**src/sv/lcl_pkg.sv**
```systemverilog
`default_nettype none
package lcl_pkg;

  localparam int unsigned WORD_W   = 31;
  localparam int unsigned WIDE_W   = 64;
  localparam int unsigned SIGN_W   = 33;
  localparam int unsigned IN_TD_W  = 128;
  localparam int unsigned OUT_TD_W = 64;
  localparam int unsigned CNT_W    = 7;

  typedef enum logic [4:0] {
    OP_NONE,
    OP_LOAD,
    OP_FM_START,
    OP_RHS_START,
    OP_GCD_INIT,
    OP_GCD_DIV,
    OP_GCD_STEP,
    OP_QR_START,
    OP_S_START,
    OP_S_TAKE,
    OP_RES_ZERO,
    OP_RES_ONE,
    OP_W_START,
    OP_A_START,
    OP_INV_INIT,
    OP_INV_DIV,
    OP_INV_MUL,
    OP_INV_SUB,
    OP_FIN_MUL,
    OP_FIN_DIV,
    OP_RES_OFF,
    OP_PUSH
  } op_t;

  typedef struct packed {
    logic div_done;
    logic rem_zero;
    logic m_zero;
    logic b_zero;
    logic s_one;
    logic r1_zero;
  } status_t;

endpackage
`default_nettype wire

```
**src/sv/lcl_ctrl.sv**
```systemverilog
`default_nettype none
module lcl_ctrl (
  input  wire logic              clk,
  input  wire logic              rst_n,
  input  wire logic              in_valid,
  output logic                   in_ready,
  output logic                   out_valid,
  input  wire logic              out_ready,
  input  wire lcl_pkg::status_t  status,
  output lcl_pkg::op_t           op
);

  typedef enum logic [17:0] {
    S_IDLE = 18'h00001,
    S_CHK  = 18'h00002,
    S_FM   = 18'h00004,
    S_RHS  = 18'h00008,
    S_GCHK = 18'h00010,
    S_GDIV = 18'h00020,
    S_QR   = 18'h00040,
    S_S    = 18'h00080,
    S_S1   = 18'h00100,
    S_W    = 18'h00200,
    S_A    = 18'h00400,
    S_ICHK = 18'h00800,
    S_IDIV = 18'h01000,
    S_ISUB = 18'h02000,
    S_FMUL = 18'h04000,
    S_FDIV = 18'h08000,
    S_OUT  = 18'h10000,
    S_SPR  = 18'h20000
  } state_t;

  state_t state_r, state_nxt;
  logic   ov_r, ov_nxt;

  always_comb begin
    state_nxt = state_r;
    op        = lcl_pkg::OP_NONE;
    ov_nxt    = ov_r & ~out_ready;
    unique case (state_r)
      S_IDLE: if (in_valid) begin
        op        = lcl_pkg::OP_LOAD;
        state_nxt = S_CHK;
      end
      S_CHK: if (status.m_zero) begin
        op        = lcl_pkg::OP_RES_ZERO;
        state_nxt = S_OUT;
      end else begin
        op        = lcl_pkg::OP_FM_START;
        state_nxt = S_FM;
      end
      S_FM: if (status.div_done) begin
        op        = lcl_pkg::OP_RHS_START;
        state_nxt = S_RHS;
      end
      S_RHS: if (status.div_done) begin
        op        = lcl_pkg::OP_GCD_INIT;
        state_nxt = S_GCHK;
      end
      S_GCHK: if (status.b_zero) begin
        op        = lcl_pkg::OP_QR_START;
        state_nxt = S_QR;
      end else begin
        op        = lcl_pkg::OP_GCD_DIV;
        state_nxt = S_GDIV;
      end
      S_GDIV: if (status.div_done) begin
        op        = lcl_pkg::OP_GCD_STEP;
        state_nxt = S_GCHK;
      end
      S_QR: if (status.div_done) begin
        if (status.rem_zero) begin
          op        = lcl_pkg::OP_S_START;
          state_nxt = S_S;
        end else begin
          op        = lcl_pkg::OP_RES_ZERO;
          state_nxt = S_OUT;
        end
      end
      S_S: if (status.div_done) begin
        op        = lcl_pkg::OP_S_TAKE;
        state_nxt = S_S1;
      end
      S_S1: if (status.s_one) begin
        op        = lcl_pkg::OP_RES_ONE;
        state_nxt = S_OUT;
      end else begin
        op        = lcl_pkg::OP_W_START;
        state_nxt = S_W;
      end
      S_W: if (status.div_done) begin
        op        = lcl_pkg::OP_A_START;
        state_nxt = S_A;
      end
      S_A: if (status.div_done) begin
        op        = lcl_pkg::OP_INV_INIT;
        state_nxt = S_ICHK;
      end
      S_ICHK: if (status.r1_zero) begin
        op        = lcl_pkg::OP_FIN_MUL;
        state_nxt = S_FMUL;
      end else begin
        op        = lcl_pkg::OP_INV_DIV;
        state_nxt = S_IDIV;
      end
      S_IDIV: if (status.div_done) begin
        op        = lcl_pkg::OP_INV_MUL;
        state_nxt = S_ISUB;
      end
      S_ISUB: begin
        op        = lcl_pkg::OP_INV_SUB;
        state_nxt = S_ICHK;
      end
      S_FMUL: begin
        op        = lcl_pkg::OP_FIN_DIV;
        state_nxt = S_FDIV;
      end
      S_FDIV: if (status.div_done) begin
        op        = lcl_pkg::OP_RES_OFF;
        state_nxt = S_OUT;
      end
      S_OUT: if (!ov_r || out_ready) begin
        op        = lcl_pkg::OP_PUSH;
        ov_nxt    = 1'b1;
        state_nxt = S_IDLE;
      end
      S_SPR: state_nxt = S_IDLE;
      default: state_nxt = S_IDLE;
    endcase
  end

  always_ff @(posedge clk) begin
    if (!rst_n) begin
      state_r <= S_IDLE;
      ov_r    <= 1'b0;
    end else begin
      state_r <= state_nxt;
      ov_r    <= ov_nxt;
    end
  end

  assign in_ready  = state_r == S_IDLE;
  assign out_valid = ov_r;

endmodule
`default_nettype wire

```
**config.mk**
```make
export PLATFORM = sky130hd
export DESIGN_NAME = lcl_ctrl
export DESIGN_NICKNAME = d
export VERILOG_FILES = /design/src/sv/lcl_pkg.sv /design/src/sv/lcl_ctrl.sv
export SDC_FILE = /design/constraint.sdc
export NUM_CORES = 1
export LEC_CHECK = 0
export BUFFER_PORTS_ARGS = -buffer_cell sky130_fd_sc_hd__buf_2
export CORE_ASPECT_RATIO = 1.25
export CORE_MARGIN = 2
export CORE_UTILIZATION = 40
export DETAILED_ROUTE_END_ITERATION = 12
export PLACE_DENSITY = 0.61
export REMOVE_ABC_BUFFERS = 1
export SYNTH_ARGS = -nofsm -noshare
export SYNTH_HDL_FRONTEND = slang
export SYNTH_SLANG_ARGS = --single-unit
```
**constraint.sdc**
```tcl
create_clock -name clk -period 2.6 [get_ports clk]
set_input_delay 0.13 -clock clk [delete_from_list [all_inputs] [get_ports clk]]
set_output_delay 0.13 -clock clk [all_outputs]
set_load 0.01 [all_outputs]
```
==> results of run 1 <==
==> layer usage <==
metal / wire length (um) / up-vias / GRT usage / part of all wire
met5: 0 / - / 0 / 0
met4: 203 / 0 / 0.183 / 0.045
met3: 239 / 16 / 0.0507 / 0.053
met2: 2270 / 57 / 0.475 / 0.50
met1: 1800 / 686 / 0.326 / 0.40
li1: - / 687 / - / -
==> flip-flops by register name, indices dropped and copies added, names as in the netlist <==
signal and count:
out_valid 1, state_r 17
==> power breakdown <==
group	switching (uW)	total (uW)	internal (uW)
registers	2.12	281	279
clock network	101	187	85.7
logic	91.9	185	92.9
==> cells in the final DEF, fill, tap and decap left out, types with 4 or more instances in the layout <==
cell type,netlist,final
buf_4,0,44
dfxtp_1,18,16
buf_2,3,15
nand2_1,13,13
nor2_1,10,9
nand2b_1,7,7
a21oi_1,7,6
or4_4,1,5
and4b_1,5,5
o21ai_2,0,5
buf_6,0,5
nand4b_1,4,4
nor2b_1,4,4
o21ai_0,12,4
nand3_1,4,4
and3_1,4,4
==> through the flow <==
step           setup slack [ns]  setup TNS, ns  power [uW]  hold WS (ns)  utilization
2_1_floorplan            -0.291          -3.76         346         0.232            -
3_3_place_gp             -0.162          -1.80         404         0.400        0.547
3_5_place_dp             -0.240          -2.76         406         0.382        0.547
4_1_cts                  -0.324          -3.25         617        0.0685        0.598
5_1_grt                  -0.389          -5.75         677        0.0842        0.656
6_report                 -0.317          -4.34         653        0.0675        0.656
==> worst register-to-register path, cell delays in order (launching register included) <==
cell,delay [ns]
dfxtp_2,0.34
or4_4,0.52
or3_4,0.34
or4_4,0.43
or3b_4,0.41
buf_4,0.15
buf_6,0.12
o21ai_4,0.23
o21ai_1,0.11
a21boi_1,0.17
==> kinds of logic after synthesis <==
| group | synth area share |
|---|---|
| AND/OR/NAND/NOR | 0.446 |
| AO/OA/AOI/OAI | 0.207 |
| flip-flops | 0.306 |
| buffers and inverters | 0.0265 |
| XOR/XNOR | 0.0149 |
==> worst max path at each step <==
stage | from | to | slack [ns] | cells after the start
floorplan | state_r[6] | state_r[11] | -0.29 | 7
global placement | state_r[6] | state_r[10] | -0.16 | 7
detailed placement | state_r[6] | state_r[10] | -0.24 | 7
CTS | state_r[5] | op[0] | -0.32 | 8
global route | state_r[5] | state_r[10] | -0.39 | 9
finish | state_r[5] | op[0] | -0.32 | 8
==> final cells by class <==
cell class | instances | area [um2]
repair buffers | 64 | 462
clock buffers | 4 | 36.3
inverters | 2 | 12.5
well taps | 36 | 45.0
multi-input cells | 122 | 958
flip-flops and latches | 18 | 363
fillers | 245 | 986
==> what timing repair did <==
action	in CTS	in global routing
gates cloned	2	0
hold buffers	0	0
pin swaps	15	17
buffers inserted	2	8
gates resized for setup	19	24
endpoints found under the setup margin	21	21
==> flow_metrics.env, run 1 <==
export IMPL_instances_no_fill=246
export IMPL_setup_viol=20
export IMPL_clk_pin_slew_ns=0.11
export IMPL_critPathTopFamily="simple AND/OR/NAND/NOR gates"
export IMPL_die_y_um=64.7
export IMPL_finalInstanceArea_mm2=0.00188
export IMPL_dp_cells=230
export IMPL_final_nets=221
export IMPL_critPathArrivalTime_ns=2.79
export IMPL_syn_to_final_growth_pct=59.2
export IMPL_clkLatencyLatePin_ns=0.31
export IMPL_clockRootBuffer="clkbuf_4"
export IMPL_port_buffers=16
export IMPL_slew_viol_final=0
export IMPL_synth_area_mm2=0.00118
export IMPL_ys_ff_latch=18
export IMPL_cp_slowest_stage_delay_ns=0.52
export IMPL_max_freq_ghz=0.343
export IMPL_syn_inst=145
export IMPL_wl_um=4520
export IMPL_core_area_mm2=0.00286
export IMPL_vias=1446
export IMPL_avgRoutedWirePerCell_um=18.4
export IMPL_grt_total_usage=0.286
export IMPL_final_hold_violation_count=0
export IMPL_grt_ovfl_total=0
export IMPL_r2r_end="state_r[2]"
export IMPL_cts_sinks=18
export IMPL_ys_flop_type="dfxtp_1"
export IMPL_grt_pass1_wl_um=7060
export IMPL_crit_chain="or4_4, or3_4, or4_4, or3b_4, clkinv_4, a222oi_1, nand4_1, buf_2"
export IMPL_synthArstFlopShare=0
export IMPL_worstSetupPathType="reg2out"
export IMPL_hpwl_um=3140
export IMPL_hp_start="status[0]"
export IMPL_cp_end_kind="primary output"
export IMPL_max_vdd_ir_drop_mv=0.318
export IMPL_ant_nets=0
export IMPL_setup_ws_ns=-0.317
export IMPL_cts_buffers=3
export IMPL_r2r_slack_ns=-0.30
export IMPL_io_pins=17
export IMPL_grt_pass1_vias=1468
export IMPL_yosys_cell_count_top_type="dfxtp_1"
export IMPL_fin_skew_ns=0.00359
export IMPL_min_period_ns=2.92
export IMPL_start_util=0.412
export IMPL_power_density_mw_per_mm2=348
export IMPL_cp_max_fo=2
export IMPL_r2r_start="state_r[5]"
export IMPL_dieArea_mm2=0.00340
export IMPL_path_common_cell="or4_4"
export IMPL_rsz0062_at_grt="yes"
export IMPL_post_dp_cell_area_mm2=0.00157
export IMPL_clockBufferDepth=2
export IMPL_drt_iter0_drc=43
export IMPL_r2r_cells=9
export IMPL_die_w_um=52.6
export IMPL_viasPerCell=5.88
export IMPL_layout_worst_path_cycle_share=1.12
export IMPL_avgSynthCellArea_um2=8.13
export IMPL_status="complete, but fails checks"
export IMPL_yosys_area_top_type="dfxtp_1"
export IMPL_violations="negative setup slack"
export IMPL_worst_slew_pin_slew_ns=0.499
export IMPL_max_cap_violations=0
export IMPL_min_path_type="in2reg"
export IMPL_first_pass_iters=4
export IMPL_synth_edf_count=0
export IMPL_relSlewSlack=0.666
export IMPL_worstSetupStartpointType="flop"
export IMPL_drive_gt1_frac=0.486
export IMPL_synth_distinct_cells=42
export IMPL_critical_path_buf_inv_count=2
export IMPL_yosysWarningCount=0
export IMPL_min_path_cells=2
export IMPL_synthTopCellsByArea="dfxtp_1, o21ai_0, and4b_1, nand2_1, or4_1"
export IMPL_ctsHtreeMaxLevel=1
export IMPL_grt_max_degree=11
export IMPL_gp_congestion=0.969
export IMPL_antenna_found_initial=0
export IMPL_cp_required_ns=2.47
export IMPL_p_leak_uw=0.000855
export IMPL_yosys_area_top_type_share=0.306
export IMPL_whs_endpoint="state_r[14]"
export IMPL_drc=0
export IMPL_num_rows=22
export IMPL_synth_seq_area_share=0.306
export IMPL_synth_commonest_cells="dfxtp_1, nand2_1, o21ai_0, nor2_1"
export IMPL_slowest_stage="or4_4"
export IMPL_cts_tree="built"
export IMPL_antennaDiodeCount=0
Note: power is estimated with default switching activity, not from simulation.
==> run 2: changes to the inputs <==
--- a/config.mk
+++ b/config.mk
@@ -9,9 +9,10 @@
 export CORE_ASPECT_RATIO = 1.25
 export CORE_MARGIN = 2
 export CORE_UTILIZATION = 40
+export CTS_BUF_LIST = sky130_fd_sc_hd__clkbuf_4 sky130_fd_sc_hd__clkbuf_8
 export DETAILED_ROUTE_END_ITERATION = 12
 export PLACE_DENSITY = 0.61
-export REMOVE_ABC_BUFFERS = 1
+export SKIP_CTS_REPAIR_TIMING = 1
 export SYNTH_ARGS = -nofsm -noshare
 export SYNTH_HDL_FRONTEND = slang
 export SYNTH_SLANG_ARGS = --single-unit
==> run 2 against run 1 <==
The flow still finishes with violations (negative setup slack). Highest routed layer unchanged. Critical path depth unchanged. Non-clock buffer count decreased by 9. First-iteration DRC count increased by 79%. Setup slack got worse by 0.057 ns. Via count increased by 1.0%. Power decreased by 3.3%. Count of clock-buffer cells in the layout unchanged. Critical endpoint unchanged. Register-to-register slack improved by 0.10 ns. Worst hold slack got worse by 0.0013 ns.
==> flow_metrics.env, run 2 (synthesis gave the netlist of run 1 again) <==
export IMPL_num_rows=22
export IMPL_cp_max_fo=3
export IMPL_regMostFlops="state_r"
export IMPL_min_period_ns=2.97
export IMPL_grt_pass1_vias=1351
export IMPL_cp_required_ns=2.47
export IMPL_fillers=257
export IMPL_relSlewSlack=0.646
export IMPL_power_density_mw_per_mm2=353
export IMPL_grt_total_usage=0.252
export IMPL_largest_register_ffs=17
export IMPL_cp_end_kind="primary output"
export IMPL_ctsHtreeMaxLevel=1
export IMPL_slowest_stage="or4_4"
export IMPL_clk_pin_slew_ns=0.11
export IMPL_antenna_found_initial=0
export IMPL_wl_um=4340
export IMPL_final_nets=212
export IMPL_crit_chain="or4_4, or3_4, or4_4, or3b_4, clkinv_4, a222oi_1, nand4_1, buf_2"
export IMPL_avgRoutedWirePerCell_um=18.3
export IMPL_cts_buffers=3
export IMPL_gp_congestion=0.907
export IMPL_drt_iter0_drc=77
export IMPL_die_y_um=64.7
export IMPL_slew_viol_final=0
export IMPL_grt_max_degree=11
export IMPL_core_area_mm2=0.00286
export IMPL_final_hold_violation_count=0
export IMPL_instances_no_fill=237
export IMPL_whs_ns=0.0661
export IMPL_viasPerCell=6.16
export IMPL_clkLatencyLatePin_ns=0.31
export IMPL_syn_nets=155
export IMPL_first_pass_iters=5
export IMPL_final_common_cell="buf_4"
export IMPL_critPathArrivalTime_ns=2.84
export IMPL_worstSetupPathType="reg2out"
export IMPL_hpwl_um=3110
export IMPL_cts_sinks=18
export IMPL_fin_skew_ns=0.00282
export IMPL_ant_nets=0
export IMPL_r2r_cells=8
export IMPL_path_common_cell="or4_4"
export IMPL_min_path_cells=2
export IMPL_setup_tns_ns=-3.35
export IMPL_clockRootBuffer="clkbuf_4"
export IMPL_dp_cells=229
export IMPL_cp_slowest_stage_delay_ns=0.54
export IMPL_critical_path_buf_inv_count=2
export IMPL_rsz0062_at_grt="yes"
export IMPL_max_vdd_ir_drop_mv=0.352
export IMPL_clockBufferDepth=2
export IMPL_status="complete, but fails checks"
export IMPL_critPathTopFamily="simple AND/OR/NAND/NOR gates"
export IMPL_p_leak_uw=0.000806
export IMPL_layout_common_cells="buf_4, buf_2, dfxtp_1"
export IMPL_drive_gt1_frac=0.463
export IMPL_start_util=0.412
export IMPL_setup_viol=20
export IMPL_max_cap_violations=0
export IMPL_critical_path_depth=8
export IMPL_vias=1461
export IMPL_drc=0
export IMPL_port_buffers=16
export IMPL_io_pins=17
export IMPL_die_w_um=52.6
export IMPL_antennaDiodeCount=0
export IMPL_dieArea_mm2=0.00340
export IMPL_syn_to_final_growth_pct=51.6
export IMPL_final_util=0.624
export IMPL_grt_pass1_wl_um=6320
export IMPL_setup_ws_ns=-0.374
export IMPL_violations="negative setup slack"
export IMPL_worstSetupStartpointType="flop"
export IMPL_grt_ovfl_total=0
export IMPL_cts_tree="built"
export IMPL_worst_slew_pin_slew_ns=0.530
export IMPL_max_freq_ghz=0.336
export IMPL_min_path_type="in2reg"
export IMPL_layout_worst_path_cycle_share=1.14
export IMPL_finalPower_uw=631
[run 2: per-stage QoR]
step                area [um2]  setup slack [ns]
finish                    1790            -0.374
global route              1790            -0.426
CTS                       1610            -0.446
detailed placement        1570            -0.128
global placement          1570            -0.144
floorplan                 1190            -0.125
[run 2: area by class of cell]
class | count | area [um2] | area share
clock buffer | 4 | 36.3 | 0.0203
multi-input combinational | 122 | 946 | 0.529
tap | 36 | 45.0 | 0.0252
inverter | 2 | 12.5 | 0.00700
timing repair buffer | 55 | 383 | 0.214
sequential | 18 | 364 | 0.204
[run 2: where the power goes]
| group | total [uW] | switching (uW) | internal (uW) |
|---|---|---|---|
| sequential | 282 | 2.42 | 279 |
| clock | 182 | 96.8 | 85.6 |
| combinational | 167 | 85.5 | 81.8 |
[run 2: worst paths after layout]
path                            slack [ns]   startpoint           to
worst max-delay path                 -0.37   state_r[4]        op[0]
worst min register to register        0.60  state_r[10]  state_r[10]
worst max register to register       -0.20   state_r[4]   state_r[4]
worst min-delay path                  0.07    status[0]  state_r[14]
[run 2: metal layers]
metal | wire length (um) | part of all wire | track usage | vias to the layer above
met1 | 1730 | 0.40 | 0.315 | 710
li1 | - | - | - | 670
met2 | 2220 | 0.51 | 0.414 | 66
met4 | 147 | 0.034 | 0.128 | 0
met3 | 240 | 0.055 | 0.0323 | 15
met5 | 0 | 0 | 0 | -
==> run 3: changes to the inputs <==
--- a/config.mk
+++ b/config.mk
@@ -12,6 +12,7 @@
 export CTS_BUF_LIST = sky130_fd_sc_hd__clkbuf_4 sky130_fd_sc_hd__clkbuf_8
 export DETAILED_ROUTE_END_ITERATION = 12
 export PLACE_DENSITY = 0.61
+export SETUP_SLACK_MARGIN = 0.4
 export SKIP_CTS_REPAIR_TIMING = 1
 export SYNTH_ARGS = -nofsm -noshare
 export SYNTH_HDL_FRONTEND = slang
==> run 3 against run 2 <==
The flow still finishes with violations (negative setup slack). Die area unchanged. Worst hold slack improved by 0.023 ns. Clock skew increased by 0.0074 ns. Final area decreased by 5.4%. Power decreased by 3.7%. Core utilization decreased by 3.4 points. Maximum frequency increased by 3.2%. Clock power about the same. Sequential share of layout area increased by 1.1 points. Register-to-register slack about the same. Setup slack improved by 0.093 ns. First-iteration DRC count decreased by 10%.
==> flow_metrics.env, run 3 (synthesis gave the netlist of run 1 again) <==
export IMPL_viasPerCell=6.06
export IMPL_die_y_um=64.7
export IMPL_core_area_mm2=0.00286
export IMPL_drt_iter0_drc=69
export IMPL_cp_required_ns=2.47
export IMPL_cts_sinks=18
export IMPL_grt_total_usage=0.239
export IMPL_clkLatencyLatePin_ns=0.30
export IMPL_cts_tree="built"
export IMPL_slew_viol_final=0
export IMPL_grt_pass1_vias=1312
export IMPL_antennaDiodeCount=0
export IMPL_dieArea_mm2=0.00340
export IMPL_io_pins=17
export IMPL_cts_buffers=3
export IMPL_num_rows=22
export IMPL_setup_viol=19
export IMPL_final_nets=206
export IMPL_clk_pin_slew_ns=0.10
export IMPL_die_w_um=52.6
export IMPL_hp_start="status[2]"
export IMPL_start_util=0.412
export IMPL_path_common_cell="or4_4"
export IMPL_final_common_cell="buf_4"
export IMPL_finalInstanceArea_mm2=0.00169
export IMPL_setup_ws_ns=-0.280
export IMPL_r2r_start="state_r[4]"
export IMPL_fillers=280
export IMPL_status="complete, but fails checks"
export IMPL_ctsHtreeMaxLevel=1
export IMPL_ant_nets=0
export IMPL_drive_gt1_frac=0.431
export IMPL_register_area_um2=363
export IMPL_rsz0062_at_grt="yes"
export IMPL_first_pass_iters=5
export IMPL_power_density_mw_per_mm2=360
export IMPL_final_hold_violation_count=0
export IMPL_clockBufferDepth=2
export IMPL_vias=1401
export IMPL_port_buffers=16
export IMPL_min_period_ns=2.88
export IMPL_critPathArrivalTime_ns=2.75
export IMPL_min_path_type="in2reg"
export IMPL_grt_ovfl_total=0
export IMPL_max_freq_ghz=0.347
export IMPL_layout_common_cells="buf_4, buf_2, dfxtp_1"
export IMPL_clockRootBuffer="clkbuf_4"
export IMPL_wl_um=4000
export IMPL_gp_congestion=0.893
export IMPL_drc=0
export IMPL_cp_max_fo=3
export IMPL_avgRoutedWirePerCell_um=17.3
export IMPL_violations="negative setup slack"
export IMPL_worstSetupPathType="reg2out"
export IMPL_max_cap_violations=0
export IMPL_crit_chain="or4_4, or3_4, or4_4, or3b_4, clkinv_4, a222oi_1, nand4_1, buf_2"
export IMPL_slowest_stage="or4_4"
export IMPL_syn_to_final_growth_pct=43.4
export IMPL_largest_register_ffs=17
export IMPL_max_vdd_ir_drop_mv=0.258
export IMPL_fin_skew_ns=0.0102
export IMPL_finalPower_uw=608
export IMPL_regMostFlops="state_r"
export IMPL_layout_worst_path_cycle_share=1.11
export IMPL_startpoint="state_r[4]"
export IMPL_p_leak_uw=0.000764
export IMPL_relSlewSlack=0.688
export IMPL_grt_max_degree=11
export IMPL_cp_slowest_stage_delay_ns=0.53
export IMPL_worst_slew_pin_slew_ns=0.464
export IMPL_post_dp_cell_area_mm2=0.00153
export IMPL_grt_pass1_wl_um=6090
export IMPL_cp_end_kind="primary output"
export IMPL_multi_input_area_um2=898
export IMPL_antenna_found_initial=0
export IMPL_syn_nets=155
export IMPL_hpwl_um=2960
export IMPL_worstSetupStartpointType="flop"
-- run 3: cell type report --
type                            count  area share
Multi-Input combinational cell    121       0.531
Sequential cell                    18       0.215
Timing Repair Buffer               50       0.198
Tap cell                           36      0.0266
Clock buffer                        4      0.0215
Inverter                            2     0.00740
-- run 3: worst paths after layout --
check | depth (start not counted) | end | slack, ns
setup reg to reg | 8 | state_r[4] | -0.20
hold / removal | 3 | state_r[6] | 0.09
hold reg to reg | 3 | state_r[2] | 0.63
setup / recovery | 8 | op[0] | -0.28
-- run 3: critical path: cells and delay by family (launching register included) --
kind,cells,cell delay [ns]
AND/OR/NAND/NOR,5,1.84
flip-flops,1,0.32
buffers and inverters,2,0.20
AO/OA/AOI/OAI,1,0.09
-- run 3: routing by layer --
metal,global-route usage,vias up,share of wire
met5,0,-,0
met4,0.103,0,0.045
met3,0.0484,24,0.064
met2,0.395,74,0.50
met1,0.295,651,0.39
li1,-,652,-
-- run 3: power breakdown --
group,switching [uW],internal [uW]
Clock,95.0,85.4
Combinational,77.0,68.7
Sequential,2.69,279
Total,175,433
-- run 3: per-stage QoR --
stage | setup slack, ns | setup TNS, ns | instances | hold slack [ns] | util
2_1_floorplan | -0.124 | -0.473 | 145 | 0.233 | -
3_3_place_gp | -0.0562 | -0.394 | 223 | 0.389 | 0.536
3_5_place_dp | -0.116 | -1.17 | 223 | 0.401 | 0.536
4_1_cts | -0.345 | -2.99 | 227 | 0.0873 | 0.549
5_1_grt | -0.345 | -3.64 | 231 | 0.0893 | 0.590
6_report | -0.280 | -2.48 | 231 | 0.0894 | 0.590
